--- config.mk ---
export PLATFORM = sky130hd
export DESIGN_NAME = smalu_front
export DESIGN_NICKNAME = d
export VERILOG_FILES = /design/src/rtl/smalu_pkg.sv /design/src/rtl/smalu_front.sv
export SDC_FILE = /design/constraint.sdc
export NUM_CORES = 1
export LEC_CHECK = 0
export ABC_AREA = 0
export ABC_CLOCK_PERIOD_IN_PS = 800
export BUFFER_PORTS_ARGS = -buffer_cell sky130_fd_sc_hd__buf_2
export CAP_MARGIN = 30
export CORE_AREA = 2 2 57 59
export DETAILED_ROUTE_END_ITERATION = 10
export DIE_AREA = 0 0 59 61
export PLACE_DENSITY = 0.83
export SLEW_MARGIN = 20
export SYNTH_ARGS = -nofsm -noshare
export SYNTH_HDL_FRONTEND = slang
export SYNTH_SLANG_ARGS = --single-unit
--- constraint.sdc ---
create_clock -name vclk -period 0.8
set_input_delay 0.04 -clock vclk [all_inputs]
set_output_delay 0.04 -clock vclk [all_outputs]
set_load 0.1 [all_outputs]
--- src/rtl/smalu_pkg.sv ---
`timescale 1ns / 1ps
// Package with the command, status and control types shared by the stack machine ALU.
package smalu_pkg;

  localparam int unsigned VAL_W   = 64;
  localparam int unsigned MODE_W  = 5;
  localparam int unsigned DEPTH_W = 9;

  typedef enum logic [4:0] {
    OP_PUSH  = 5'd0,
    OP_NOT   = 5'd1,
    OP_DROP  = 5'd2,
    OP_MOD   = 5'd3,
    OP_SQRT  = 5'd4,
    OP_MUL   = 5'd5,
    OP_SUB   = 5'd6,
    OP_ADD   = 5'd7,
    OP_EQ    = 5'd8,
    OP_SWAP  = 5'd9,
    OP_DUP   = 5'd10,
    OP_NEG   = 5'd11,
    OP_PUTC  = 5'd12,
    OP_PUTN  = 5'd13,
    OP_LT    = 5'd14,
    OP_GT    = 5'd15,
    OP_DIV   = 5'd16,
    OP_DEPTH = 5'd17,
    OP_HALT  = 5'd18
  } op_e;

  typedef enum logic [1:0] {
    KIND_NONE  = 2'd0,
    KIND_STACK = 2'd1,
    KIND_CHAR  = 2'd2,
    KIND_NUM   = 2'd3
  } kind_e;

  typedef enum logic [2:0] {
    STS_OK      = 3'd0,
    STS_UNDER   = 3'd1,
    STS_DIV0    = 3'd2,
    STS_OVER    = 3'd3,
    STS_NEGROOT = 3'd4,
    STS_HALTED  = 3'd5
  } sts_e;

  // How a command changes the stack when it succeeds.
  typedef enum logic [2:0] {
    WB_NONE,
    WB_PUSH,
    WB_POP,
    WB_BIN,
    WB_UN,
    WB_SWAP
  } wb_e;

  typedef enum logic [1:0] {
    IT_DIV,
    IT_SQRT,
    IT_MUL
  } it_op_e;

  typedef enum logic [2:0] {
    BS_IDLE,
    BS_EXEC,
    BS_ITER,
    BS_FIX,
    BS_SWAP
  } bst_e;

  typedef struct packed {
    op_e              op;
    wb_e              wb;
    logic [1:0]       need;
    logic [VAL_W-1:0] operand;
  } cmd_t;

  typedef struct packed {
    logic             start;
    it_op_e           op;
    logic [VAL_W-1:0] a;
    logic [VAL_W-1:0] b;
  } iter_req_t;

  typedef struct packed {
    logic             done;
    logic [VAL_W-1:0] res;
    logic [VAL_W-1:0] rem;
  } iter_rsp_t;

endpackage

--- src/rtl/smalu_front.sv ---
`timescale 1ns / 1ps
// Front end: accepts input words and classifies each command.
module smalu_front (
  input  logic                          in_valid_i,
  output logic                          in_stall_o,
  input  logic [smalu_pkg::MODE_W-1:0]  mode_i,
  input  logic [smalu_pkg::VAL_W-1:0]   operand_i,
  output logic                          wr_valid_o,
  input  logic                          wr_stall_i,
  output smalu_pkg::cmd_t               cmd_o
);

  smalu_pkg::op_e op;

  assign in_stall_o = wr_stall_i;
  assign wr_valid_o = in_valid_i;

  always_comb begin
    if (mode_i > smalu_pkg::MODE_W'(smalu_pkg::OP_HALT)) begin
      op = smalu_pkg::OP_HALT;
    end else begin
      op = smalu_pkg::op_e'(mode_i);
    end
    cmd_o.op      = op;
    cmd_o.operand = operand_i;
    cmd_o.need    = 2'd0;
    cmd_o.wb      = smalu_pkg::WB_NONE;
    unique case (op)
      smalu_pkg::OP_PUSH, smalu_pkg::OP_DEPTH: begin
        cmd_o.wb = smalu_pkg::WB_PUSH;
      end
      smalu_pkg::OP_DUP: begin
        cmd_o.need = 2'd1;
        cmd_o.wb   = smalu_pkg::WB_PUSH;
      end
      smalu_pkg::OP_DROP, smalu_pkg::OP_PUTC, smalu_pkg::OP_PUTN: begin
        cmd_o.need = 2'd1;
        cmd_o.wb   = smalu_pkg::WB_POP;
      end
      smalu_pkg::OP_NOT, smalu_pkg::OP_SQRT, smalu_pkg::OP_NEG: begin
        cmd_o.need = 2'd1;
        cmd_o.wb   = smalu_pkg::WB_UN;
      end
      smalu_pkg::OP_SWAP: begin
        cmd_o.need = 2'd2;
        cmd_o.wb   = smalu_pkg::WB_SWAP;
      end
      smalu_pkg::OP_MOD, smalu_pkg::OP_MUL, smalu_pkg::OP_SUB, smalu_pkg::OP_ADD,
      smalu_pkg::OP_EQ, smalu_pkg::OP_LT, smalu_pkg::OP_GT, smalu_pkg::OP_DIV: begin
        cmd_o.need = 2'd2;
        cmd_o.wb   = smalu_pkg::WB_BIN;
      end
      default: begin
        cmd_o.wb = smalu_pkg::WB_NONE;
      end
    endcase
  end

endmodule

==> impl_metrics.tcl <==
set metrics [dict create \
    initial_utilization_pct 23.9 \
    power.density_mw_per_mm2 910 \
    worst_path_max_delay_cell "or2_4" \
    tightestPinTransition_ns 0.301 \
    cp_num_buf_inv 3 \
    grt_overflow 0 \
    netlist_area_um2 707 \
    yosys_warnings 0 \
    postSynthCellCount 100 \
    met2RoutedLength_um 758 \
    ys_types 23 \
    synthAdderAreaFrac_pct 0 \
    die_area_mm2 0.00360 \
    die_w_um 59 \
    min_from "operand_i[60]" \
    start_kind "input pin" \
    antenna_found_initial 0 \
    cp-end-kind "primary output" \
    leakage_nw 0.337 \
    synth_mux_area_share_pct 1.42 \
    track_usage_pct 8.47 \
    layout_common_cells "buf_4, buf_12, buf_6" \
    synth.net_count 171 \
    fin_crit_ns 1.06 \
    wl_met3_um 224 \
    dpl.cell_count 94 \
    clock_buffers 0 \
    status "complete, but fails checks" \
    gp_congestion 0.679 \
    wirelength_um 1640 \
    wire_per_inst_um 16.9 \
    cp.required_ns 0.76 \
    grt_setup_unrepaired "yes" \
    vias_per_cell 4.52 \
    yosysSeqAreaShare_pct 0 \
    dpl.hpwl_um 1270 \
    irDropWorstVdd_mv 0.240 \
    cp.arrival_ns 1.02 \
    cap_violations 0 \
    die_h_um 61 \
    syn_to_final_growth_pct 16.8 \
    syn_avg_cell_area_um2 7.07 \
    first_pass_iters 4 \
    violations "setup timing" \
    fin_nets 137 \
    min_period_over_period_pct 132 \
    cts_hold_buf 0 \
    fin_area_um2 826 \
    final_cell_count_no_fill 97 \
    core_area_mm2 0.00295 \
    seq_area_um2 0 \
    dr.max_layer_used "met4" \
    io_pins 147 \
    critPathKind "in2out" \
    relSlewSlack_pct 79.9 \
    synth_top_family_by_area "buffers and inverters" \
    flops_and_latches 0 \
    ant_nets 0 \
    hold_depth 0 \
    diodes 0 \
    synth_simple_gate_area_share_pct 13.8 \
    path_cells "buf_12, or2_4, buf_6, a211oi_4, buf_12" \
    hold_viol 0 \
    timing.final.ws_setup_ns -0.258 \
    vias 438 \
    drive_gt1_share_pct 84.4 \
    grt_pass1_vias 451 \
    slowest_delay_ns 0.27 \
    grt_pass1_wl_um 2340 \
    drt_iter0_drc 3 \
    path_delay_family "buffers and inverters" \
    fp-row-count 20 \
    layout_commonest_cell "buf_4" \
    fmax_ghz 0.945 \
    met1_length_um 509 \
    grt_max_degree 12 \
    port_buffers 15 \
    crit_top_cell "buf_12" \
    path_max_fanout 6 \
    place_area_um2 709 \
    synthXorXnorAreaFrac_pct 0 \
    holdWs_ns 0.0800 \
    drc 0 \
    hold_path.class "in2out" \
    setup_viol 6 \
    min_delay_worst_endpoint "cmd_o[60]" \
    synth_compound_area_share_pct 11.5 \
    slew_viol_final 0 \
]
-- what timing repair did --
item                                    in CTS  in global routing
buffers inserted                             0                  3
resized for setup                           10                 13
endpoints found under the setup margin       8                  8
pin swaps                                    5                  5
-- through the flow --
| stage | TNS [ns] | setup slack [ns] | utilization [%] | power, W |
|---|---|---|---|---|
| after floorplan | -1.96 | -0.528 | - | 0.00198 |
| after global placement | -1.86 | -0.344 | 24.0 | 0.000689 |
| after detailed placement | -1.91 | -0.345 | 24.0 | 0.000692 |
| after CTS | -1.54 | -0.278 | 25.3 | 0.000714 |
| after global routing | -1.67 | -0.286 | 28.0 | 0.000781 |
| final | -1.43 | -0.258 | 28.0 | 0.000752 |
-- cell families (layout without fill, tap and decap cells) --
logic type             after synthesis  count (layout)
AOI/OAI and AO/OA                   13              13
and+or+nand+nor                     15              15
muxes                                1               1
buffers and inverters               71              35
-- worst max path at each step --
stage / from / endpoint / cells past startpoint
floorplan: mode_i[1] / cmd_o[64] / 3
global placement: mode_i[3] / cmd_o[66] / 6
detailed placement: mode_i[3] / cmd_o[65] / 6
CTS: mode_i[2] / cmd_o[68] / 5
global route: mode_i[1] / cmd_o[65] / 7
finish: mode_i[2] / cmd_o[64] / 5
-- where the power goes --
group | total, W | internal (W) | switching [W]
logic | 0.000752 | 0.000327 | 0.000424
clock network | 0 | 0 | 0
registers | 0 | 0 | 0
total | 0.000752 | 0.000327 | 0.000424
-- area by class of cell --
cell class / count / area (µm²)
fillers: 312 / 2130
inverters: 1 / 3.75
multi-input cells: 29 / 335
well taps: 33 / 41.3
repair buffers: 34 / 445
-- synthesized netlist by cell type --
cell type | instances | share of area (%)
buf_4 | 66 | 70
a211oi_1 | 3 | 3.2
a21oi_1 | 3 | 2.1
buf_2 | 3 | 2.1
nor2b_1 | 3 | 2.7
nand2_1 | 2 | 1.1
nor3_1 | 2 | 1.4
o21ai_0 | 2 | 1.4
o21ai_1 | 2 | 1.4
a221oi_1 | 1 | 1.2
and2_1 | 1 | 0.89
and2b_4 | 1 | 1.4
clkbuf_1 | 1 | 0.53
inv_1 | 1 | 0.53
mux2i_1 | 1 | 1.4
nand2b_1 | 1 | 0.89
nand3b_1 | 1 | 1.1
nor3b_1 | 1 | 1.1
nor4b_1 | 1 | 1.2
o21a_1 | 1 | 1.1
o21bai_1 | 1 | 1.1
or2_1 | 1 | 0.89
or3b_1 | 1 | 1.2
-- per-layer routing --
layer / global-route usage [%] / up-vias
met5: 0 / -
met4: 10.1 / 0
met3: 4.48 / 26
met2: 12.5 / 54
met1: 7.71 / 176
li1: - / 182
(Power assumes the default switching activity.)
