$ cat src/rtl/smalu_fifo.sv
`timescale 1ns / 1ps
// Two-entry queue between the front end and the back end.
module smalu_fifo #(
  parameter int unsigned WIDTH = 8
) (
  input  logic             clk_i,
  input  logic             rst_ni,
  input  logic             wr_valid_i,
  output logic             wr_stall_o,
  input  logic [WIDTH-1:0] wr_data_i,
  output logic             rd_valid_o,
  input  logic             rd_pop_i,
  output logic [WIDTH-1:0] rd_data_o
);

  logic [WIDTH-1:0] mem_q [2];
  logic             wp_q, wp_d;
  logic             rp_q, rp_d;
  logic [1:0]       cnt_q, cnt_d;
  logic             push;
  logic             pop;

  assign wr_stall_o = (cnt_q == 2'd2);
  assign rd_valid_o = (cnt_q != 2'd0);
  assign rd_data_o  = mem_q[rp_q];
  assign push       = wr_valid_i && !wr_stall_o;
  assign pop        = rd_pop_i && rd_valid_o;

  always_comb begin
    wp_d  = push ? !wp_q : wp_q;
    rp_d  = pop ? !rp_q : rp_q;
    cnt_d = cnt_q + 2'(push) - 2'(pop);
  end

  always_ff @(posedge clk_i or negedge rst_ni) begin
    if (!rst_ni) begin
      wp_q  <= 1'b0;
      rp_q  <= 1'b0;
      cnt_q <= 2'd0;
    end else begin
      wp_q  <= wp_d;
      rp_q  <= rp_d;
      cnt_q <= cnt_d;
    end
  end

  always_ff @(posedge clk_i) begin
    if (push) begin
      mem_q[wp_q] <= wr_data_i;
    end
  end

endmodule

$ cat config.mk
export PLATFORM = sky130hd
export DESIGN_NAME = smalu_fifo
export DESIGN_NICKNAME = d
export VERILOG_FILES = /design/src/rtl/smalu_fifo.sv
export SDC_FILE = /design/constraint.sdc
export NUM_CORES = 1
export LEC_CHECK = 0
export BUFFER_PORTS_ARGS = -buffer_cell sky130_fd_sc_hd__buf_2
export CAP_MARGIN = 10
export CORE_MARGIN = 1
export CORE_UTILIZATION = 40
export DETAILED_ROUTE_END_ITERATION = 16
export GPL_ROUTABILITY_DRIVEN = 0
export PLACE_DENSITY = 0.75
export SLEW_MARGIN = 30
export SYNTH_ARGS = -nofsm -noshare
export SYNTH_HDL_FRONTEND = slang
export SYNTH_SLANG_ARGS = --single-unit
$ cat constraint.sdc
create_clock -name clk_i -period 2.1 [get_ports clk_i]
set_input_delay 0 -clock clk_i [delete_from_list [all_inputs] [get_ports clk_i]]
set_output_delay 0 -clock clk_i [all_outputs]
set_load 0.1 [all_outputs]
==> summary.md, run 1 <==
The flow ran to the end, and the final reports show no timing, DRC or antenna violations. Tracing the worst setup path back leads to its startpoint at cnt_q[1]. In the final design database the tool counted 93 nets.

Of the cells placed in the final design, the portion with a size suffix greater than 1 is 44.9%. The number of sinks handled by clock tree synthesis is 20. The routed metal-1 wirelength is 502 µm, and the number of warnings issued by yosys is 0. For this run, design rule violations remaining after detail routing come to 0. The share of flip-flops with an asynchronous set or reset after synthesis was 20.0%; the required arrival time at the worst endpoint was 2330 ps. Setup violations remaining at the end of the flow were counted as 0. Derived from the worst setup path, the maximum achievable clock frequency is 0.594 GHz.

The cell type with the highest aggregate area in the netlist is edfxtp_1. Setup repair after global routing left no endpoint under its margin. The detailed route wirelength on metal2 was 638 µm.

In this run the most critical hold path is launched from wr_valid_i. On the final layout, the worst clock skew is 7.51 ps. The tightest hold path in the finished design has a slack of 21.6 ps.

The number of placed cells counting well taps was 89; the initial detailed-routing violation count was 14. After clock tree synthesis, the clock-pin slew on the worst setup and hold paths is 110 ps. TritonCTS built the clock tree. After detailed routing, the average wire length per cell comes to 11.6 µm.

Sort of element at the start of the critical path: a flop. The max-cap violation count was 0; the average cell area after synthesis was 18.2 µm². For this run the aggregate overflow at the end of global routing stands at 0. Adding up every negative setup slack in the final design gives 0 ps. Across all layers, the routed design uses 461 vias. Once detailed placement completed, the half-perimeter wirelength came to 756 µm.

By count the netlist is led by edfxtp_1 (16), mux2_2 (8), dfrtp_1 (4). Yosys mapped a number of flops with a built-in enable equal to 16. The minimum clock period came out at 1680 ps. From left edge to right edge, the die measures 46.2 µm. The worst setup path is of the reg2reg kind. The leading register cell type out of synthesis is edfxtp_1. Sorting the synthesized cells by area gives the leading types as edfxtp_1 (62%), dfrtp_1 (13%), mux2_2 (12%). The longest clock path from root to sink contains 2 buffers. The first global-routing pass estimated 1810 µm of wire. Pin placement for this block handled 22 I/O pins. The slew at the pin closest to its max-slew limit is 488 ps. The tree is rooted in a clkbuf_4. The tools report the total wire length after detailed routing as 1200 µm. The critical path goes through or2_4 > and2_4 > ha_1 > inv_1 > ha_1 > xnor2_1 > xnor2_1.

The worst setup path is captured at a flop. The most common cell in the netlist was edfxtp_1. The floorplan has 15 rows. The tools report the overall fraction of global-route tracks in use as 13.3%.

Summing every instance area after synthesis gives 781 µm². The placed cell area was 920 µm²; the die area was 2130 µm². The number of global-route vias before repair is 437, and the post-route antenna net violation count is 0. Area overhead of the layout relative to synthesis: 34.0%. Counting distinct cell types in the post-synthesis netlist gives 14.

The detailed router used layers up to and including met4. The post-route cell area is 1050 µm². The pre-antenna-repair detailed-routing pass consisted of 3 iterations. Synthesis produced a netlist with a net count of 57. The highest cell delay on the worst timing path was 430 ps; the chip height was 46.2 µm. Wire segments on met3 add up to 46 µm in the final route. For the number of antenna violations at the first check in global routing, the log shows 0.

The number of clock buffers added by TritonCTS is 3. Input and output buffers added on the ports amount to 21. The worst relative slew slack is 67.7%.

The count of endpoints failing hold in the final timing report came out at 0. The run gives 12 as the maximum number of pins on one net before global-route repair. The worst path uses 80.1% of the clock period.

The via count normalized by instance count is 4.48. The startpoint identified for the worst register-to-register timing path is cnt_q[1]. On the critical path, the stage with the largest delay is an instance of dfrtp_1.

The synthesized design contains 20 register bits. The total area inside the core boundary comes to 1780 µm². Once the clock tree was built, the resizer swapped 0 gates to a different size. The initial core utilization is 43.8%.

The worst hold path class was in2reg. The portion of the post-synthesis area used by sequential elements was 74.4%. The cell type group with the largest total delay on the critical path is adder cells. The number of buffers and inverters on the critical path is 1, and the count of placed standard cells in the final layout, fillers left out is 103. The logs give 290 ps for the clock latency reported for the late side of the worst-skew pair and 0 for the final-report max-slew violation count. The repair_antennas step left the layout with diodes totalling 0. The H-tree depth reported by CTS is 1.

Along the worst path, the maximum fanout reaches 3. Synthesis produced a netlist whose cell count is 43. For the worst setup path, the data arrival time is 1910 ps.

The portion of synthesized cell area occupied by the leading cell type works out to 61.5%.
logic make-up (layout without fill, tap and decap cells):
kind of cell	Yosys count	after routing	synth area share [%]
flip-flops	20	20	74.4
multiplexers	8	8	11.5
AND/OR/NAND/NOR	6	6	4.81
XOR/XNOR	4	4	4.49
buffers and inverters	3	38	1.60
adder cells (fa/ha/maj)	2	2	3.20
worst paths after layout:
path / slack [ps] / to / cells after the start
max: 420 / cnt_q[1] / 7
min: 20 / wp_q / 3
max reg2reg: 420 / cnt_q[1] / 7
min reg2reg: 500 / wp_q / 1
max in group asynchronous: 1950 / wp_q / 2
min in group asynchronous: 30 / cnt_q[0] / 2
layout make-up:
type                            count  area [µm²]
Fill cell                         158         737
Sequential cell                    20         581
Timing Repair Buffer               32         213
Multi-Input combinational cell     20         188
Tap cell                           25        31.3
Clock buffer                        3        22.5
Inverter                            2        7.51
Clock inverter                      1        3.75
worst reg2reg max path: stages (launching register included):
cell and delay (ps):
dfrtp_1 430, or2_4 260, and2_4 160, ha_1 260, inv_1 40, ha_1 180, xnor2_1 160, xnor2_1 130
metrics by stage:
stage | utilization (%) | setup WS, ps
2_1_floorplan | - | 297
3_3_place_gp | 51.6 | 456
3_5_place_dp | 51.6 | 425
4_1_cts | 58.7 | 403
5_1_grt | 58.7 | 353
6_report | 58.7 | 417
state kept, by name (all words and copies together), names as in the netlist:
name / cells
mem_q: 16
rp_q: 1
cnt_q: 2
wp_q: 1
routing by layer:
layer,GRT usage (%),vias to the layer above
li1,-,223
met2,23.4,11
met1,12.9,225
met5,0,-
met4,8.82,0
met3,4.71,2
what timing repair did:
action / 4_1_cts / 5_1_grt
setup buffers: 0 / 0
hold buffers: 10 / 0
hold endpoints to repair: 21 / 0
cell usage in the layout, fill, tap and decap left out, types with 2 or more instances in the layout:
cell type	n
ha_1	2
xnor2_1	3
mux2_2	8
inv_1	2
dlygate4sd3_1	10
dfrtp_1	4
buf_2	21
clkbuf_4	3
edfxtp_1	16
Power of run 1 is not shown: default switching activity piles up to over one toggle a cycle in this logic, so the estimate is an artifact.
==> run 2: changes to the inputs <==
Settings changed: PLACE_DENSITY 0.75 to 0.77.
Clock period 2.1 ns to 1.36 ns, I/O delays scaled along.
==> summary.md, run 2 (same netlist as run 1, synthesis figures left out) <==
The fraction of layout cells with a size suffix above 1 is 63.2% (was 44.9%). The endpoint arrival time on the critical path was 1790 ps (was 1910 ps). The total of endpoints with negative setup slack in the final report is 3 (was 0). The tools report the number of antenna violations at the first check in global routing as 0 (unchanged). The count of endpoints failing hold in the final timing report is 0 (unchanged), and the post-route clock skew is 0.861 ps (was 7.51 ps).

The run finished, with violations left. The logs give 4 (was 3) for the number of iterations in the first detailed-routing pass and 2 (unchanged) for the maximum buffer depth of the clock tree. The clock root buffer was clkbuf_4 (unchanged). The number of flip-flops under the largest register name is 16 (unchanged), and the clock-pin slew reported for the worst setup and hold paths after clock tree synthesis is 100 ps (was 110 ps). The average routed wire per standard cell came out at 14.2 µm (was 11.6 µm). Area overhead of the layout relative to synthesis: 71.8% (was 34.0%). TritonCTS built the clock tree. For the number of standard-cell rows in the floorplan, the log shows 15 (unchanged). Nature of the critical path endpoint: a flop (unchanged).

The minimum clock period was 1600 ps (was 1680 ps); the highest net fanout along the worst path was 2 (was 3). The register with the highest flop count was mem_q (unchanged). The die area was 2130 µm² (unchanged); the number of top-level pins was 22 (unchanged). The tools report the initial core utilization as 43.8% (unchanged). The required arrival time at the worst endpoint came out at 1550 ps (was 2330 ps). The busiest metal layer after global routing was met2 (unchanged). The most frequent standard cell in the layout excluding fill and tap cells is edfxtp_1 (was buf_2). The initial detailed-routing violation count came out at 7 (was 14). Number of placed cells counting well taps: 95 (was 89).

The via count normalized by instance count works out to 4.44 (was 4.48). Start-to-end type of the worst setup path: reg2reg (unchanged). The logs give 0 (unchanged) for the post-route antenna net violation count and 995 µm² (was 920 µm²) for the placed cell area.

The maximum number of pins on one net before global-route repair came out at 12 (unchanged). Number of global-route vias before repair: 476 (was 437). The area of the core was 1780 µm² (unchanged); the total wire length after detailed routing was 1590 µm (was 1200 µm). The run gives 112 (was 103) as the count of placed standard cells in the final layout, fillers left out. The post-route fraction of the period consumed by the critical path works out to 117% (was 80.1%). The slew at the pin closest to its max-slew limit works out to 492 ps (was 488 ps). The run gives 0 (unchanged) as the antenna diode count.

The final routed DRC violation total was 0 (unchanged). The tools report the met2 global-route usage as 27.6% (was 23.4%). The tools report the sort of element at the start of the critical path as a flop (unchanged).

Regs by FF count: mem_q x16, cnt_q x2 (unchanged). The logs give 497 (was 461) for the total via count in the routed design and -261 ps (was 0 ps) for the final setup TNS. The overall die width came out at 46.2 µm (unchanged).

The logs give -235 ps (was 417 ps) for the final worst-path setup slack and 67.4% (was 67.7%) for the worst relative slew slack. The TritonCTS buffer count is 3 (unchanged), and the fmax is 0.627 GHz (was 0.594 GHz). The overall overflow remaining after global route was 0 (unchanged). Global-route met1 utilization: 16.2% (was 12.9%). Most frequent cells in the layout: edfxtp_1 (16), buf_2 (12), dlygate4sd3_1 (9) (was buf_2 (21), edfxtp_1 (16), dlygate4sd3_1 (10)). The run gives 0 (unchanged) as the max-cap violation count. The global-route met3 utilization is 3.53% (was 4.71%).

The number of buffers added on ports is 21 (unchanged). The final reports fail on negative setup slack. The tools report the total half-perimeter wirelength after legalization and detailed placement as 970 µm (was 756 µm).

Worst hold path class: in2async (was in2reg). The number of nets at the end of the flow is 102 (was 93). The H-tree depth reported by CTS came out at 1 (unchanged).

The number of sinks handled by clock tree synthesis is 20 (unchanged). The tools report the final-report max-slew violation count as 0 (unchanged). The clock latency reported for the late side of the worst-skew pair was 300 ps (was 290 ps); the post-route cell area was 1340 µm² (was 1050 µm²). Setup repair after global routing could not meet its margin everywhere. The chip height works out to 46.2 µm (unchanged). For the first-pass GRT wire length, the log shows 2100 µm (was 1810 µm). The tools report the overall fraction of global-route tracks in use as 15.6% (was 13.3%).
-- run 2: worst paths after layout --
check,start,to,slack (ps),depth (start not counted)
min in group clk_i,wr_valid_i,wp_q,110,4
setup / recovery,cnt_q[1],cnt_q[1],-240,7
max in group asynchronous,rst_ni,rp_q,1210,2
hold reg to reg,wp_q,wp_q,600,1
hold / removal,rst_ni,cnt_q[0],20,2
setup reg to reg,cnt_q[1],cnt_q[1],-240,7
-- run 2: through the flow --
| step | util [%] | hold slack, ps | worst slack (ps) |
|---|---|---|---|
| floorplan | - | -296 | -388 |
| global placement | 55.8 | -188 | -196 |
| detailed placement | 55.8 | -185 | -257 |
| CTS | 68.3 | 22.0 | -236 |
| global route | 75.2 | 40.5 | -285 |
| finish | 75.2 | 20.2 | -235 |
-- run 2: layout make-up --
class,instances,area (µm²)
Clock buffer,4,26.3
Fill cell,114,442
Inverter,2,10.0
Multi-Input combinational cell,20,270
Sequential cell,20,582
Tap cell,25,31.3
Timing Repair Buffer,41,422
-- run 2: repair_timing --
item,in CTS,in global routing
hold endpoints to repair,20,0
resized for setup,26,29
hold buffers,9,0
setup endpoints to repair,27,19
buffers inserted,3,1
pin swaps,1,2
-- run 2: critical path, stage by stage (launching register included) --
cell     delay [ps]
dfrtp_1         400
or2_4           250
and2_4          150
ha_4            260
inv_2            40
ha_4            150
xnor2_2         120
xnor2_1         120
-- run 2: metal layers --
| metal | vias up | part of all wire [%] |
|---|---|---|
| li1 | 244 | - |
| met2 | 16 | 55 |
| met1 | 232 | 39 |
| met3 | 5 | 3.5 |
| met5 | - | 0 |
| met4 | 0 | 2.3 |
Power of run 2 is left out for the same reason.
