<file path="config.mk">
export PLATFORM = sky130hd
export DESIGN_NAME = smalu_iter
export DESIGN_NICKNAME = d
export VERILOG_FILES = /design/src/rtl/smalu_pkg.sv /design/src/rtl/smalu_iter.sv
export SDC_FILE = /design/constraint.sdc
export NUM_CORES = 2
export LEC_CHECK = 0
export BUFFER_PORTS_ARGS = -buffer_cell sky130_fd_sc_hd__buf_2
export CORE_MARGIN = 2
export CORE_UTILIZATION = 29
export DETAILED_ROUTE_END_ITERATION = 10
export PLACE_DENSITY = 0.54
export SYNTH_ARGS = -nofsm -noshare
export SYNTH_HDL_FRONTEND = slang
export SYNTH_SLANG_ARGS = --single-unit
</file>
<file path="constraint.sdc">
create_clock -name clk_i -period 24.7 [get_ports clk_i]
set_input_delay 2.47 -clock clk_i [delete_from_list [all_inputs] [get_ports clk_i]]
set_output_delay 2.47 -clock clk_i [all_outputs]
set_load 0.02 [all_outputs]
</file>
<file path="src/rtl/smalu_pkg.sv">
`timescale 1ns / 1ps
// Package with the command, status and control types shared by the stack machine ALU.
package smalu_pkg;

  localparam int unsigned VAL_W   = 64;
  localparam int unsigned MODE_W  = 5;
  localparam int unsigned DEPTH_W = 9;

  typedef enum logic [4:0] {
    OP_PUSH  = 5'd0,
    OP_NOT   = 5'd1,
    OP_DROP  = 5'd2,
    OP_MOD   = 5'd3,
    OP_SQRT  = 5'd4,
    OP_MUL   = 5'd5,
    OP_SUB   = 5'd6,
    OP_ADD   = 5'd7,
    OP_EQ    = 5'd8,
    OP_SWAP  = 5'd9,
    OP_DUP   = 5'd10,
    OP_NEG   = 5'd11,
    OP_PUTC  = 5'd12,
    OP_PUTN  = 5'd13,
    OP_LT    = 5'd14,
    OP_GT    = 5'd15,
    OP_DIV   = 5'd16,
    OP_DEPTH = 5'd17,
    OP_HALT  = 5'd18
  } op_e;

  typedef enum logic [1:0] {
    KIND_NONE  = 2'd0,
    KIND_STACK = 2'd1,
    KIND_CHAR  = 2'd2,
    KIND_NUM   = 2'd3
  } kind_e;

  typedef enum logic [2:0] {
    STS_OK      = 3'd0,
    STS_UNDER   = 3'd1,
    STS_DIV0    = 3'd2,
    STS_OVER    = 3'd3,
    STS_NEGROOT = 3'd4,
    STS_HALTED  = 3'd5
  } sts_e;

  // How a command changes the stack when it succeeds.
  typedef enum logic [2:0] {
    WB_NONE,
    WB_PUSH,
    WB_POP,
    WB_BIN,
    WB_UN,
    WB_SWAP
  } wb_e;

  typedef enum logic [1:0] {
    IT_DIV,
    IT_SQRT,
    IT_MUL
  } it_op_e;

  typedef enum logic [2:0] {
    BS_IDLE,
    BS_EXEC,
    BS_ITER,
    BS_FIX,
    BS_SWAP
  } bst_e;

  typedef struct packed {
    op_e              op;
    wb_e              wb;
    logic [1:0]       need;
    logic [VAL_W-1:0] operand;
  } cmd_t;

  typedef struct packed {
    logic             start;
    it_op_e           op;
    logic [VAL_W-1:0] a;
    logic [VAL_W-1:0] b;
  } iter_req_t;

  typedef struct packed {
    logic             done;
    logic [VAL_W-1:0] res;
    logic [VAL_W-1:0] rem;
  } iter_rsp_t;

endpackage

</file>
<file path="src/rtl/smalu_iter.sv">
`timescale 1ns / 1ps
// Shared multi-cycle unit for unsigned divide, square root and 64-bit multiply.
module smalu_iter (
  input  logic                  clk_i,
  input  logic                  rst_ni,
  input  smalu_pkg::iter_req_t  req_i,
  output smalu_pkg::iter_rsp_t  rsp_o
);

  localparam int unsigned W = smalu_pkg::VAL_W;

  logic              busy_q;
  logic              done_q;
  logic [5:0]        cnt_q;
  logic [5:0]        last;
  smalu_pkg::it_op_e op_q;
  logic [W-1:0]      a_q, b_q, rem_q, acc_q, prod_q;
  logic [W:0]        div_sh;
  logic [W+2:0]      div_diff;
  logic              div_ge;
  logic [W+1:0]      sq_sh;
  logic [W+1:0]      sq_trial;
  logic [W+2:0]      sq_diff;
  logic              sq_ge;
  logic [31:0]       mul_a, mul_b;

  always_comb begin
    div_sh   = {rem_q, a_q[W-1]};
    div_diff = {2'b00, div_sh} - {3'b000, b_q};
    div_ge   = !div_diff[W+2];
    sq_sh    = {rem_q, a_q[W-1:W-2]};
    sq_trial = {b_q, 2'b01};
    sq_diff  = {1'b0, sq_sh} - {1'b0, sq_trial};
    sq_ge    = !sq_diff[W+2];
    mul_a    = (cnt_q == 6'd2) ? a_q[W-1:32] : a_q[31:0];
    mul_b    = (cnt_q == 6'd1) ? b_q[W-1:32] : b_q[31:0];
    unique case (op_q)
      smalu_pkg::IT_DIV:  last = 6'd63;
      smalu_pkg::IT_SQRT: last = 6'd31;
      default:            last = 6'd3;
    endcase
  end

  always_ff @(posedge clk_i or negedge rst_ni) begin
    if (!rst_ni) begin
      busy_q <= 1'b0;
      done_q <= 1'b0;
      cnt_q  <= 6'd0;
    end else begin
      done_q <= 1'b0;
      if (req_i.start) begin
        busy_q <= 1'b1;
        cnt_q  <= 6'd0;
      end else if (busy_q) begin
        cnt_q <= cnt_q + 6'd1;
        if (cnt_q == last) begin
          busy_q <= 1'b0;
          done_q <= 1'b1;
        end
      end
    end
  end

  always_ff @(posedge clk_i) begin
    if (req_i.start) begin
      op_q  <= req_i.op;
      a_q   <= req_i.a;
      b_q   <= req_i.b;
      rem_q <= '0;
      acc_q <= '0;
    end else if (busy_q) begin
      unique case (op_q)
        smalu_pkg::IT_DIV: begin
          rem_q <= div_ge ? div_diff[W-1:0] : div_sh[W-1:0];
          a_q   <= {a_q[W-2:0], div_ge};
        end
        smalu_pkg::IT_SQRT: begin
          rem_q <= sq_ge ? sq_diff[W-1:0] : sq_sh[W-1:0];
          a_q   <= {a_q[W-3:0], 2'b00};
          b_q   <= {b_q[W-2:0], sq_ge};
        end
        smalu_pkg::IT_MUL: begin
          prod_q <= mul_a * mul_b;
          if (cnt_q == 6'd1) begin
            acc_q <= prod_q;
          end else if (cnt_q != 6'd0) begin
            acc_q[W-1:32] <= acc_q[W-1:32] + prod_q[31:0];
          end
        end
        default: begin
          rem_q <= rem_q;
        end
      endcase
    end
  end

  always_comb begin
    rsp_o.done = done_q;
    rsp_o.rem  = rem_q;
    unique case (op_q)
      smalu_pkg::IT_MUL:  rsp_o.res = acc_q;
      smalu_pkg::IT_SQRT: rsp_o.res = b_q;
      default:            rsp_o.res = a_q;
    endcase
  end

endmodule

</file>
==> summary by stage <==
Clock network
TritonCTS built the clock tree. The later pin in the worst-skew pair is clocked with a latency of 0.66 ns. The number of gates resized after cts is 0. Post-CTS timing repair inserted 0 buffers for setup.

Counting the buffers created by CTS gives 40. For this design, the sink count on the clock tree is 330. The number of hold buffers added after CTS was 0. The clock input transition at the sequential cells of the worst setup and hold paths is 0.07 ns.

The H-tree level count is 2. The clock passes through at most 3 buffers. The cell sitting at the root of the clock tree is a sky130_fd_sc_hd__clkbuf_16.

Outcome
The run finished with clean final reports.

Timing
After layout, the minimum clock period comes to 11.25 ns. The post-route fraction of the period consumed by the critical path is 45.6%. The max-slew violation total from the final report is 0. Setup repair after global routing left no endpoint under its margin. The actual transition at the worst max-transition pin is 1.32 ns. Adding up every negative setup slack in the final design gives 0 ns. Across the routed clock network, the largest skew measured is 0.0594 ns. Measured against its own limit, the worst slew margin works out to 10.6%. The worst setup margin is 13.45 ns.

The highest clock frequency the design can meet is 88.9 MHz. Setup violations remaining at the end of the flow were counted as 0. The total count of hold-check failures in the final report is 0.

Drt
The first TritonRoute pass finished after 7 iterations. After detailed routing, the number of vias per cell comes to 5.28. The first routing iteration left 4776 violations. The number of routed nets with antenna violations is 0. The total length of routed wires is 242000 microns. The per-cell routed wire length is 25.5 microns. The residual DRC count is 0. The vias after detailed routing is 50300.

Placed design
At the end of routability-driven placement, the weighted congestion stood at 0.997. In this run the tool buffered the top-level ports with 261 buffer cells. The setup slack after placement is 13.58 ns. The placed standard-cell area is 61800 sq um. Once detailed placement completed, the half-perimeter wirelength came to 195000 microns.

Synthesis
The total of flip-flops plus latches after synthesis is 330. In this run, synthesis inferred 194 flip-flops with an integrated enable. Synthesis produced a netlist whose cell count is 6819.

The distinct cell type count of the synthesized netlist is 89. Of the post-synthesis cell area, the dominant cell type holds 31.2%. The post-synth net total is 8280. By area the synthesized netlist is led by sky130_fd_sc_hd__fa_1, sky130_fd_sc_hd__edfxtp_1, sky130_fd_sc_hd__ha_1.

Yosys printed 0 warnings. The flip-flop cell with the highest count after synthesis is sky130_fd_sc_hd__edfxtp_1. Of all flip-flops after synthesis, the portion carrying an async set or reset was 2.42%. Of the synthesized area, sequential elements account for 14.9%. After synthesis the cells add up to 57600 sq um. The synthesized design spends more area on one cell type than any other, namely sky130_fd_sc_hd__fa_1. The average cell area after synthesis is 8.44 sq um.

Global routing
The via count of the first global-routing pass is 51100. The overall fraction of global-route tracks in use is 23.5%. The largest net degree at the start of global routing is 167.

The first global-routing pass estimated 353000 microns of wire. The initial antenna violation count is 2. After global routing the overflow that remains totals 0.

Layout
At the end of the flow the core is filled with cells to 32.0%. In the layout the commonest cells are sky130_fd_sc_hd__inv_1, sky130_fd_sc_hd__nand2_1, sky130_fd_sc_hd__fa_1. The total of fill cells in the finished design is 20800. Summing all flip-flop and latch instances after layout gives 8590 sq um. The cell area after layout is 63200 sq um.

The signed area change from the synthesized netlist to the final layout is 9.77%. The share of post-route cells with drive strength above 1 is 8.39%. The footprint of the multi-input gates is 44000 sq um. Leaving out fill and tap cells, the most frequent cell in the layout is sky130_fd_sc_hd__inv_1. The net count of the finished layout is 8309.

Worst setup path
In this run the critical register-to-register path is launched from cnt_q[4]$_DFFE_PN0P_. The number of buffers and inverters on the critical path is 6. The slowest cell on the critical path is sky130_fd_sc_hd__a21o_1.

The worst setup path category is register to register. The data required time at the worst endpoint is 25.09 ns. The cell that appears most often on the critical path is sky130_fd_sc_hd__fa_1. For the worst setup path, the data arrival time is 11.64 ns.

STA classifies the critical path startpoint as a register. STA classifies the critical path endpoint as a register. The family with the most delay on the worst path is adder cells.

In this run the worst path has a maximum fanout of 55. The largest stage delay on the critical path is 0.91 ns. The launching element of the worst setup path is cnt_q[4]$_DFFE_PN0P_.

Min path
The launch point of the worst hold path is acc_q[10]$_SDFFE_PP0P_. The kind of path behind the tightest hold check is register to register.

Die
The number of rows in the core area is 163. The vertical die dimension is 450 microns. The area of the die is 202000 sq um. Pin placement for this block handled 262 I/O pins. For this configuration, the core starts out at a cell density of 29.2%.

The die is 450 microns wide. In this run the standard cell core region covers 197000 sq um.

Run
Across the run, the number of max-cap violations was 0.
layout make-up:
cell class	instances	share of cell area, %
Sequential cell	330	13.6
Clock buffer	51	1.71
Antenna cell	1	0.00396
Tap cell	2640	5.23
Multi-Input combinational cell	5109	69.7
Timing Repair Buffer	370	3.40
Clock inverter	23	0.451
Inverter	997	5.92
cell usage after synthesis (12+ instances only):
library cell               count
sky130_fd_sc_hd__o21bai_1     37
sky130_fd_sc_hd__nor2b_1      25
sky130_fd_sc_hd__o31ai_1      16
sky130_fd_sc_hd__nor3_1       37
sky130_fd_sc_hd__a21o_1      153
sky130_fd_sc_hd__xnor2_1     116
sky130_fd_sc_hd__a22oi_1      71
sky130_fd_sc_hd__inv_1       997
sky130_fd_sc_hd__buf_2        26
sky130_fd_sc_hd__a211oi_1     32
sky130_fd_sc_hd__o21ai_0     289
sky130_fd_sc_hd__and2_1       21
sky130_fd_sc_hd__edfxtp_1    194
sky130_fd_sc_hd__a32o_1       19
sky130_fd_sc_hd__xor2_1       93
sky130_fd_sc_hd__nand4_1      49
sky130_fd_sc_hd__o211ai_2     12
sky130_fd_sc_hd__a21oi_1     416
sky130_fd_sc_hd__and3_1       27
sky130_fd_sc_hd__mux2_2       31
sky130_fd_sc_hd__a311oi_1     19
sky130_fd_sc_hd__o211ai_1     68
sky130_fd_sc_hd__nor2_1      852
sky130_fd_sc_hd__a21boi_0     12
sky130_fd_sc_hd__mux2i_1     105
sky130_fd_sc_hd__clkbuf_1    327
sky130_fd_sc_hd__dfxtp_1     128
sky130_fd_sc_hd__ha_1        430
sky130_fd_sc_hd__o21a_1       17
sky130_fd_sc_hd__nand3_1      68
sky130_fd_sc_hd__buf_1        15
sky130_fd_sc_hd__nand2_1     947
sky130_fd_sc_hd__nand2b_1     24
sky130_fd_sc_hd__o21ai_1      19
sky130_fd_sc_hd__fa_1        898
sky130_fd_sc_hd__a31oi_1      40
path summary, 6_finish.rpt:
check / end / slack (ns) / cells past startpoint
max: prod_q[63]$_DFFE_PP_ / 13.45 / 31
min in group asynchronous: cnt_q[0]$_DFFE_PN0P_ / 1.66 / 1
max in group asynchronous: cnt_q[1]$_DFFE_PN0P_ / 22.84 / 1
min: acc_q[10]$_SDFFE_PP0P_ / 0.46 / 2
min reg2reg: acc_q[10]$_SDFFE_PP0P_ / 0.46 / 2
max reg2reg: prod_q[63]$_DFFE_PP_ / 13.45 / 31
sequential cells by signal, indices dropped and copies added (netlist names):
name and count:
acc_q 64, done_q 1, cnt_q 6, b_q 64
rem_q 64, a_q 64, busy_q 1, op_q 2
prod_q 64
kinds of logic after synthesis:
family | Yosys count | synth area share, %
adder cells (fa/ha/maj) | 1328 | 40.6
AO/OA/AOI/OAI | 1324 | 14.7
flip-flops | 330 | 14.9
AND/OR/NAND/NOR | 2112 | 15.0
XOR/XNOR | 209 | 3.18
multiplexers | 136 | 2.43
buffers and inverters | 1380 | 9.19
tightest hold or removal path, cell delays in order, from the launching register on:
cell and delay [ns]:
sky130_fd_sc_hd__dfxtp_1 0.31, sky130_fd_sc_hd__nand2_1 0.05, sky130_fd_sc_hd__a21oi_1 0.05
per-layer routing:
metal  wire [microns]  part of all wire, %  up-vias  track usage (%)
met3            15600                  6.4      440             3.03
met5                0                    0        -                0
li1                 -                    -    22200                -
met4            15900                  6.6        0             12.8
met1            98500                   41    25600             30.1
met2           112000                   46     2018             38.5
per-stage QoR:
step                cells  hold WS (ns)
floorplan            6819         0.436
global placement     9446         0.444
detailed placement   9446         0.448
CTS                  9520         0.457
global route         9520         0.477
finish               9521         0.457
Power is left out: the tool's default activity adds up to more than one toggle a clock period on the data nets, which glitch-free logic cannot reach.
